===== config.mk =====
export PLATFORM = sky130hd
export DESIGN_NAME = sliding_window_rate_limiter
export DESIGN_NICKNAME = d
export VERILOG_FILES = /design/src/hw/rtl/swrl_pkg.sv /design/src/hw/rtl/sliding_window_rate_limiter.sv
export VERILOG_INCLUDE_DIRS = /design/src /design/src/hw/rtl
export SDC_FILE = /design/constraint.sdc
export NUM_CORES = 1
export LEC_CHECK = 0
export BUFFER_PORTS_ARGS = -buffer_cell sky130_fd_sc_hd__buf_2
export CELL_PAD_IN_SITES_DETAIL_PLACEMENT = 1
export CELL_PAD_IN_SITES_GLOBAL_PLACEMENT = 1
export CORE_MARGIN = 4
export CORE_UTILIZATION = 30
export DETAILED_ROUTE_END_ITERATION = 6
export HOLD_SLACK_MARGIN = 0.02
export PLACE_DENSITY_LB_ADDON = 0.1
export SYNTH_ARGS = -nofsm -noshare
export SYNTH_HDL_FRONTEND = slang
export SYNTH_SLANG_ARGS = --single-unit

===== constraint.sdc =====
create_clock -name i_clk -period 6.8 [get_ports i_clk]
set_input_delay 0.34 -clock i_clk [delete_from_list [all_inputs] [get_ports i_clk]]
set_output_delay 0.34 -clock i_clk [all_outputs]
set_load 0.01 [all_outputs]

===== src/hw/rtl/sliding_window_rate_limiter_defines.svh =====
// Assertion macros for the sliding window rate limiter.
`ifndef SLIDING_WINDOW_RATE_LIMITER_DEFINES_SVH
`define SLIDING_WINDOW_RATE_LIMITER_DEFINES_SVH

// Same-cycle implication, disabled during reset.
`define SWRL_ASSERT_IMP(lbl, ante, cons, msg) \
    lbl: assert property (@(posedge i_clk) disable iff (!i_rst_n) (ante) |-> (cons)) \
        else $error(msg);

// Next-cycle implication, disabled during reset.
`define SWRL_ASSERT_NXT(lbl, ante, cons, msg) \
    lbl: assert property (@(posedge i_clk) disable iff (!i_rst_n) (ante) |=> (cons)) \
        else $error(msg);

`endif


===== src/hw/rtl/swrl_pkg.sv =====
// Constants shared by the sliding window rate limiter.
package swrl_pkg;

    localparam int NUM_BUCKETS = 10;
    localparam int TS_W        = 40;
    localparam int CNT_W       = 16;
    localparam int BIDX_W      = $clog2(NUM_BUCKETS);
    localparam int STEP_W      = $clog2(TS_W + 1);
    localparam int ADDR_W      = 3;

    localparam logic REG_MAX_REQUESTS = 1'b0;
    localparam logic REG_BUCKET_WIDTH = 1'b1;

    localparam logic [CNT_W-1:0] MAX_REQUESTS_RST = CNT_W'(100);
    localparam logic [CNT_W-1:0] BUCKET_WIDTH_RST = CNT_W'(100);

    localparam logic KIND_REQUEST = 1'b0;
    localparam logic KIND_CLEAR   = 1'b1;

endpackage


===== src/hw/rtl/sliding_window_rate_limiter.sv =====
// Sliding window rate limiter: ring of time buckets with a serial slot divider.
// A request beat goes from acceptance to result through two 40-step restoring
// divisions by the bucket width (last rotation time, then the request timestamp)
// on one shared divider, a compare state, a clear state that empties one stale
// bucket per step (up to NUM_BUCKETS - 1; a gap of a whole window empties all at
// once), a grant state and a result state. A clear beat empties all buckets.
// One beat is in work at a time; the result register frees the input side as
// soon as a result is loaded. A zero bucket width counts as 1 ms.
`include "sliding_window_rate_limiter_defines.svh"

module sliding_window_rate_limiter
    import swrl_pkg::*;
(
    input  logic              i_clk,
    input  logic              i_rst_n,
    input  logic              s_axis_tvalid,
    output logic              s_axis_tready,
    input  logic [TS_W-1:0]   s_axis_tdata,   // [39:0] timestamp_ms
    input  logic              s_axis_tuser,   // [0] kind
    output logic              m_axis_tvalid,
    input  logic              m_axis_tready,
    output logic [CNT_W-1:0]  m_axis_tdata,   // [15:0] window_total
    output logic              m_axis_tuser,   // [0] granted
    input  logic              psel,
    input  logic              penable,
    input  logic              pwrite,
    input  logic [ADDR_W-1:0] paddr,
    input  logic [31:0]       pwdata,
    output logic [31:0]       prdata,
    output logic              pready
);

    typedef enum logic [2:0] {
        S_IDLE,
        S_DIV_OLD,
        S_DIV_CUR,
        S_CHECK,
        S_CLEAR,
        S_GRANT,
        S_DONE
    } t_state;

    t_state              r_state;
    logic [CNT_W-1:0]    r_max_req;
    logic [CNT_W-1:0]    r_bucket_w;
    logic [CNT_W-1:0]    r_bucket [NUM_BUCKETS];
    logic [CNT_W-1:0]    r_total;
    logic [TS_W-1:0]     r_last;
    logic [TS_W-1:0]     r_ts;
    logic [TS_W-1:0]     r_dvd;
    logic [CNT_W-1:0]    r_rem;
    logic [BIDX_W-1:0]   r_m10;
    logic [STEP_W-1:0]   r_step;
    logic [TS_W-1:0]     r_old_q;
    logic [BIDX_W-1:0]   r_old_m;
    logic [BIDX_W-1:0]   r_cur_m;
    logic [BIDX_W-1:0]   r_ptr;
    logic [BIDX_W-1:0]   r_left;
    logic                r_grant;
    logic                r_m_valid;
    logic [CNT_W-1:0]    r_m_data;
    logic                r_m_user;

    logic [CNT_W-1:0]    n_width;
    logic [CNT_W:0]      n_trial;
    logic                n_qbit;
    logic [CNT_W-1:0]    n_rem;
    logic [TS_W-1:0]     n_dvd;
    logic [BIDX_W:0]     n_m10_raw;
    logic [BIDX_W-1:0]   n_m10;
    logic [TS_W-1:0]     n_gap;
    logic [BIDX_W-1:0]   n_ptr_inc;
    logic [BIDX_W-1:0]   n_old_inc;
    logic [CNT_W-1:0]    n_sel_cnt;
    logic                w_in_acc;
    logic                w_cfg_wr;
    logic [CNT_W-1:0]    w_bucket_sum;

    assign w_in_acc      = s_axis_tvalid && s_axis_tready;
    assign s_axis_tready = (r_state == S_IDLE);
    assign m_axis_tvalid = r_m_valid;
    assign m_axis_tdata  = r_m_data;
    assign m_axis_tuser  = r_m_user;
    assign pready        = 1'b1;
    assign w_cfg_wr      = psel && penable && pwrite && pready;
    assign prdata        = (paddr[2] == REG_BUCKET_WIDTH) ? {16'b0, r_bucket_w}
                                                          : {16'b0, r_max_req};

    always_comb begin
        n_width   = (r_bucket_w == '0) ? CNT_W'(1) : r_bucket_w;
        n_trial   = {r_rem, r_dvd[TS_W-1]};
        n_qbit    = (n_trial >= {1'b0, n_width});
        n_rem     = n_qbit ? CNT_W'(n_trial - {1'b0, n_width}) : n_trial[CNT_W-1:0];
        n_dvd     = {r_dvd[TS_W-2:0], n_qbit};
        n_m10_raw = {r_m10, n_qbit};
        n_m10     = (n_m10_raw >= (BIDX_W+1)'(NUM_BUCKETS))
                    ? BIDX_W'(n_m10_raw - (BIDX_W+1)'(NUM_BUCKETS))
                    : n_m10_raw[BIDX_W-1:0];
        n_gap     = r_dvd - r_old_q;
        n_ptr_inc = (r_ptr == BIDX_W'(NUM_BUCKETS - 1)) ? '0 : BIDX_W'(r_ptr + 1'b1);
        n_old_inc = (r_old_m == BIDX_W'(NUM_BUCKETS - 1)) ? '0 : BIDX_W'(r_old_m + 1'b1);
        n_sel_cnt = r_bucket[r_ptr];
    end

    always_comb begin
        w_bucket_sum = '0;
        for (int i = 0; i < NUM_BUCKETS; i++) begin
            w_bucket_sum = w_bucket_sum + r_bucket[i];
        end
    end

    always_ff @(posedge i_clk) begin
        if (!i_rst_n) begin
            r_max_req  <= MAX_REQUESTS_RST;
            r_bucket_w <= BUCKET_WIDTH_RST;
        end else if (w_cfg_wr) begin
            case (paddr[2])
                REG_MAX_REQUESTS: r_max_req  <= pwdata[CNT_W-1:0];
                REG_BUCKET_WIDTH: r_bucket_w <= pwdata[CNT_W-1:0];
                default:          r_max_req  <= r_max_req;
            endcase
        end
    end

    always_ff @(posedge i_clk) begin
        if (!i_rst_n) begin
            r_state   <= S_IDLE;
            r_total   <= '0;
            r_last    <= '0;
            r_m_valid <= 1'b0;
            r_grant   <= 1'b0;
            r_ptr     <= '0;
            r_left    <= '0;
            r_step    <= '0;
            for (int i = 0; i < NUM_BUCKETS; i++) begin
                r_bucket[i] <= '0;
            end
        end else begin
            if (r_m_valid && m_axis_tready && (r_state != S_DONE)) begin
                r_m_valid <= 1'b0;
            end
            case (r_state)
                S_IDLE: begin
                    if (w_in_acc) begin
                        r_ts <= s_axis_tdata;
                        if (s_axis_tuser == KIND_CLEAR) begin
                            for (int i = 0; i < NUM_BUCKETS; i++) begin
                                r_bucket[i] <= '0;
                            end
                            r_total <= '0;
                            r_last  <= s_axis_tdata;
                            r_grant <= 1'b0;
                            r_state <= S_DONE;
                        end else begin
                            r_dvd   <= r_last;
                            r_rem   <= '0;
                            r_m10   <= '0;
                            r_step  <= STEP_W'(TS_W);
                            r_state <= S_DIV_OLD;
                        end
                    end
                end
                S_DIV_OLD: begin
                    if (r_step == STEP_W'(1)) begin
                        r_old_q <= n_dvd;
                        r_old_m <= n_m10;
                        r_dvd   <= r_ts;
                        r_rem   <= '0;
                        r_m10   <= '0;
                        r_step  <= STEP_W'(TS_W);
                        r_state <= S_DIV_CUR;
                    end else begin
                        r_dvd  <= n_dvd;
                        r_rem  <= n_rem;
                        r_m10  <= n_m10;
                        r_step <= r_step - 1'b1;
                    end
                end
                S_DIV_CUR: begin
                    r_dvd  <= n_dvd;
                    r_rem  <= n_rem;
                    r_m10  <= n_m10;
                    r_step <= r_step - 1'b1;
                    if (r_step == STEP_W'(1)) begin
                        r_cur_m <= n_m10;
                        r_state <= S_CHECK;
                    end
                end
                S_CHECK: begin
                    if ((r_ts < r_last) || (r_dvd <= r_old_q)) begin
                        r_ptr   <= r_cur_m;
                        r_state <= S_GRANT;
                    end else if (n_gap >= TS_W'(NUM_BUCKETS)) begin
                        for (int i = 0; i < NUM_BUCKETS; i++) begin
                            r_bucket[i] <= '0;
                        end
                        r_total <= '0;
                        r_last  <= r_ts;
                        r_ptr   <= r_cur_m;
                        r_state <= S_GRANT;
                    end else begin
                        r_last  <= r_ts;
                        r_ptr   <= n_old_inc;
                        r_left  <= n_gap[BIDX_W-1:0];
                        r_state <= S_CLEAR;
                    end
                end
                S_CLEAR: begin
                    r_bucket[r_ptr] <= '0;
                    r_total <= (n_sel_cnt > r_total) ? '0 : CNT_W'(r_total - n_sel_cnt);
                    if (r_left == BIDX_W'(1)) begin
                        r_ptr   <= r_cur_m;
                        r_state <= S_GRANT;
                    end else begin
                        r_ptr  <= n_ptr_inc;
                        r_left <= r_left - 1'b1;
                    end
                end
                S_GRANT: begin
                    if (r_total < r_max_req) begin
                        r_bucket[r_ptr] <= CNT_W'(n_sel_cnt + 1'b1);
                        r_total <= CNT_W'(r_total + 1'b1);
                        r_grant <= 1'b1;
                    end else begin
                        r_grant <= 1'b0;
                    end
                    r_state <= S_DONE;
                end
                S_DONE: begin
                    if (!r_m_valid || m_axis_tready) begin
                        r_m_valid <= 1'b1;
                        r_m_data  <= r_total;
                        r_m_user  <= r_grant;
                        r_state   <= S_IDLE;
                    end
                end
                default: begin
                    r_state <= S_IDLE;
                end
            endcase
        end
    end

    `SWRL_ASSERT_IMP(a_total_is_sum, r_state == S_IDLE, r_total == w_bucket_sum,
                     "total differs from bucket sum")
    `SWRL_ASSERT_IMP(a_grant_nonzero, m_axis_tvalid && m_axis_tuser, m_axis_tdata != '0,
                     "grant with empty window")
    `SWRL_ASSERT_IMP(a_clear_count, r_state == S_CLEAR,
                     (r_left != '0) && (r_left < BIDX_W'(NUM_BUCKETS)),
                     "stale bucket count out of range")
    `SWRL_ASSERT_NXT(a_req_divides, w_in_acc && (s_axis_tuser == KIND_REQUEST),
                     r_state == S_DIV_OLD, "request did not start division")

endmodule


==> metrics <==
Setup crit end kind flip-flop; Synth Area in Compound Gates 12.4%; Tmin final 5.16 ns; GP Congestion 0.821; largest net degree at the start of global routing 61; GRT Max-Usage Layer met2; initial antenna violation count 6; CP max FO 14; main combinational cell family by area after synthesis simple AND/OR/NAND/NOR gates; register area share after synthesis 53.1%; max-slew violation count 0; ys async rst share 0%; Worst IR Drop VDD 271 uV; number of enable flip-flop cells after synthesis 420; DRC viols 0; Cell Int Power 8.12 mW; Synth top cells by count 420 x edfxtp_1, 306 x nor2_1, 284 x nand2_1, 224 x inv_1, 133 x ha_1; crit start category flip-flop; slowest CP cell ha_1; Comb power frac 37.7%; # port buffers 99; Psw 4.91 mW; vias per cell 5.15; met2 Usage GRT 30.8%; critical-path cell list ha_1 > nand4_1 > o22ai_1 > o21ai_1 > o221ai_1 > a211oi_1 > nand4_1 > nor4_1 > nand4_1 > nor4_4 > nand4b_2 > a21oi_4 > nand2_1 > buf_4; Pwr per Cell Area 398 nW/um^2; f_max 194 MHz; Core Rows 111; Top cell by count, worst path nand4_1; Yosys warning count 0; FILL cells 10100; WS Path Type flip-flop to flip-flop; Clk Latency, worst-skew pair 0.64 ns; Chip Width 313 microns; chip height 313 microns; share of layout cells above drive strength 1 13.9%; CTS tree yes; sw frac 37.7%; CP Data Arrival Time 5.51 ns; Synth top area share 45.1%; register bit total from synthesis 531; clock sink total 531; first-pass GRT wire length 135 mm; growth of design area from synthesis to finish 17.0%; postcts setup bufs 0; Final Hold Viols 0; Die ar. 98100 sq um; DP Cell Count 3822; core box area 92100 sq um; relative slew slack 26.3%; Layout Cells excl Fill 3999; Max-cap violations 0; dominant synthesized flop cell edfxtp_1; most frequent cell after synthesis edfxtp_1; XOR/XNOR Fraction of Synth Area 2.10%; Ports 135; Post-DP HPWL 61.9 mm; Initial Utilization 30.4%; grt ovf 0; H-Tree Level Count 3; global routing usage on met3 2.46%; syn_area_per_cell 10.9 sq um; TritonRoute pass-1 iters 7; met1 Use GR 23.6%; post-cts sizing count 0; vias in the first global route 22100; clock power share 27.2%; skew final 0.0536 ns; Setup Viol. Count Final 0; status complete, no violations; Routed Antenna Nets 0; Mapped Area 27900 sq um; Hold Path Class primary input to flip-flop; CP peak stage delay 0.49 ns; sequential share of power 35.1%; Max clock buf depth 3; vias 20600; Slew @ Worst Pin 1.10 ns; sequential cell area 14800 sq um; Cells after Synth 2556; gr usage total 17.8%; CTS root buffer clkbuf_16; Synth Area in Simple Gates 13.3%; post-synthesis cell type count 93; drt wl/cell 22.0 microns; Post-CTS Hold Buffers 55; fin crit share 75.9%; area of the multi-input gates 11700 sq um; Synth area leaders edfxtp_1 45%, dfxtp_1 8.0%, mux4_2 6.4%; nets@finish 2923; largest area contributor in the netlist edfxtp_1; DR iter-0 viols 1380; RSZ-0062 raised after global routing no; mux cell area share after synthesis 7.50%; Post-Synth Adder-Cell Area 6.17%; Required @ worst endpoint 7.15 ns; final WL 88.1 mm; CTS buffer count 68; Lkg Pwr 12.2 nW; CTS clk-pin slew, worst paths 0.06 ns; setup TNS 0 ns
power by group through the flow:
| stage | registers [mW] | clock network, mW | logic, mW |
|---|---|---|---|
| 3_3_place_gp | 4.62 | 0 | 4.84 |
| 4_1_cts | 4.58 | 3.67 | 4.99 |
| 6_report | 4.57 | 3.54 | 4.92 |
| 2_1_floorplan | 4.39 | 0 | 3.52 |
| 3_5_place_dp | 4.64 | 0 | 4.94 |
| 5_1_grt | 4.64 | 3.81 | 5.43 |
area by class of cell:
| class | count | area share (%) |
|---|---|---|
| well taps | 1243 | 4.76 |
| diodes | 1 | 0.00765 |
| repair buffers | 219 | 4.77 |
| inverters | 224 | 2.57 |
| clock inverters | 31 | 1.06 |
| flip-flops and latches | 531 | 45.4 |
| clock buffers | 90 | 5.67 |
| multi-input cells | 1660 | 35.8 |
stage by stage:
stage               worst slack [ns]  hold slack [ns]  utilization, %  area, sq um  power, mW
floorplan                       1.21            0.408               -        28000       7.92
global placement                1.67            0.443            32.5        29900       9.46
detailed placement              1.64            0.451            32.5        29900       9.58
CTS                             1.62           0.0333            35.5        32700       13.2
global route                    1.33           0.0429            35.5        32700       13.9
finish                          1.64           0.0826            35.5        32700       13.0
sequential cells by signal, indices dropped and copies added (netlist names), 6 cells and up, named ones only:
register,cells
r_rem,16
r_bucket_w,16
r_dvd,40
r_old_q,40
r_max_req,16
m_axis_tdata,16
r_last,40
r_bucket,256
r_step,6
r_total,16
r_ts,40
layer usage:
metal | vias to the layer above | part of all wire, %
met1 | 10500 | 45
met3 | 98 | 3.5
met4 | 2 | 2.0
li1 | 9630 | -
met2 | 344 | 49
met5 | - | 0.015
cell families (layout without fill, tap and decap cells):
family	count (synthesis)	count (layout)
other	2	18
flip-flops	531	531
XOR/XNOR	67	67
adder cells (fa/ha/maj)	136	136
multiplexers	109	109
AO/OA/AOI/OAI	500	500
AND/OR/NAND/NOR	831	831
buffers and inverters	380	564
cells in the final DEF, fill, tap and decap left out, drive strengths merged, types with 10 or more instances in the layout:
master	count
edfxtp	420
nor2	306
nand2	284
inv	225
buf	164
ha	133
a21oi	128
dfxtp	111
o21ai	90
clkbuf	90
mux4	80
dlygate4sd3	55
xnor2	45
nand3	43
a311oi	42
nor3	40
a21o	39
a222oi	39
nand4	35
mux2i	26
clkinv	23
xor2	22
o211ai	22
nand2b	20
a211oi	19
conb	17
nor4	16
a31oi	15
nor2b	14
o21a	13
and2	13
and3	12
o22ai	12
or3	10
or2	10
final timing paths:
path	startpoint	endpoint	slack, ns	cells past startpoint
worst min register to register	r_grant$_SDFFE_PN0P_	m_axis_tuser$_DFFE_PP_	0.45	0
worst max register to register	r_dvd[21]$_DFFE_PP_	r_bucket[9][0]$_SDFFCE_PN0P_	1.64	14
worst min-delay path	s_axis_tdata[38]	r_ts[38]$_DFFE_PP_	0.08	1
worst max-delay path	r_dvd[21]$_DFFE_PP_	r_bucket[9][0]$_SDFFCE_PN0P_	1.64	14
critical path: cells and delay by family, from the launching register on:
kind	cells	cell delay, ns
and+or+nand+nor	7	1.97
AOI/OAI and AO/OA	5	1.66
adders and majority gates	1	0.49
DFF	1	0.44
buffers and inverters	1	0.28
Power figures use the tool's default switching activity.
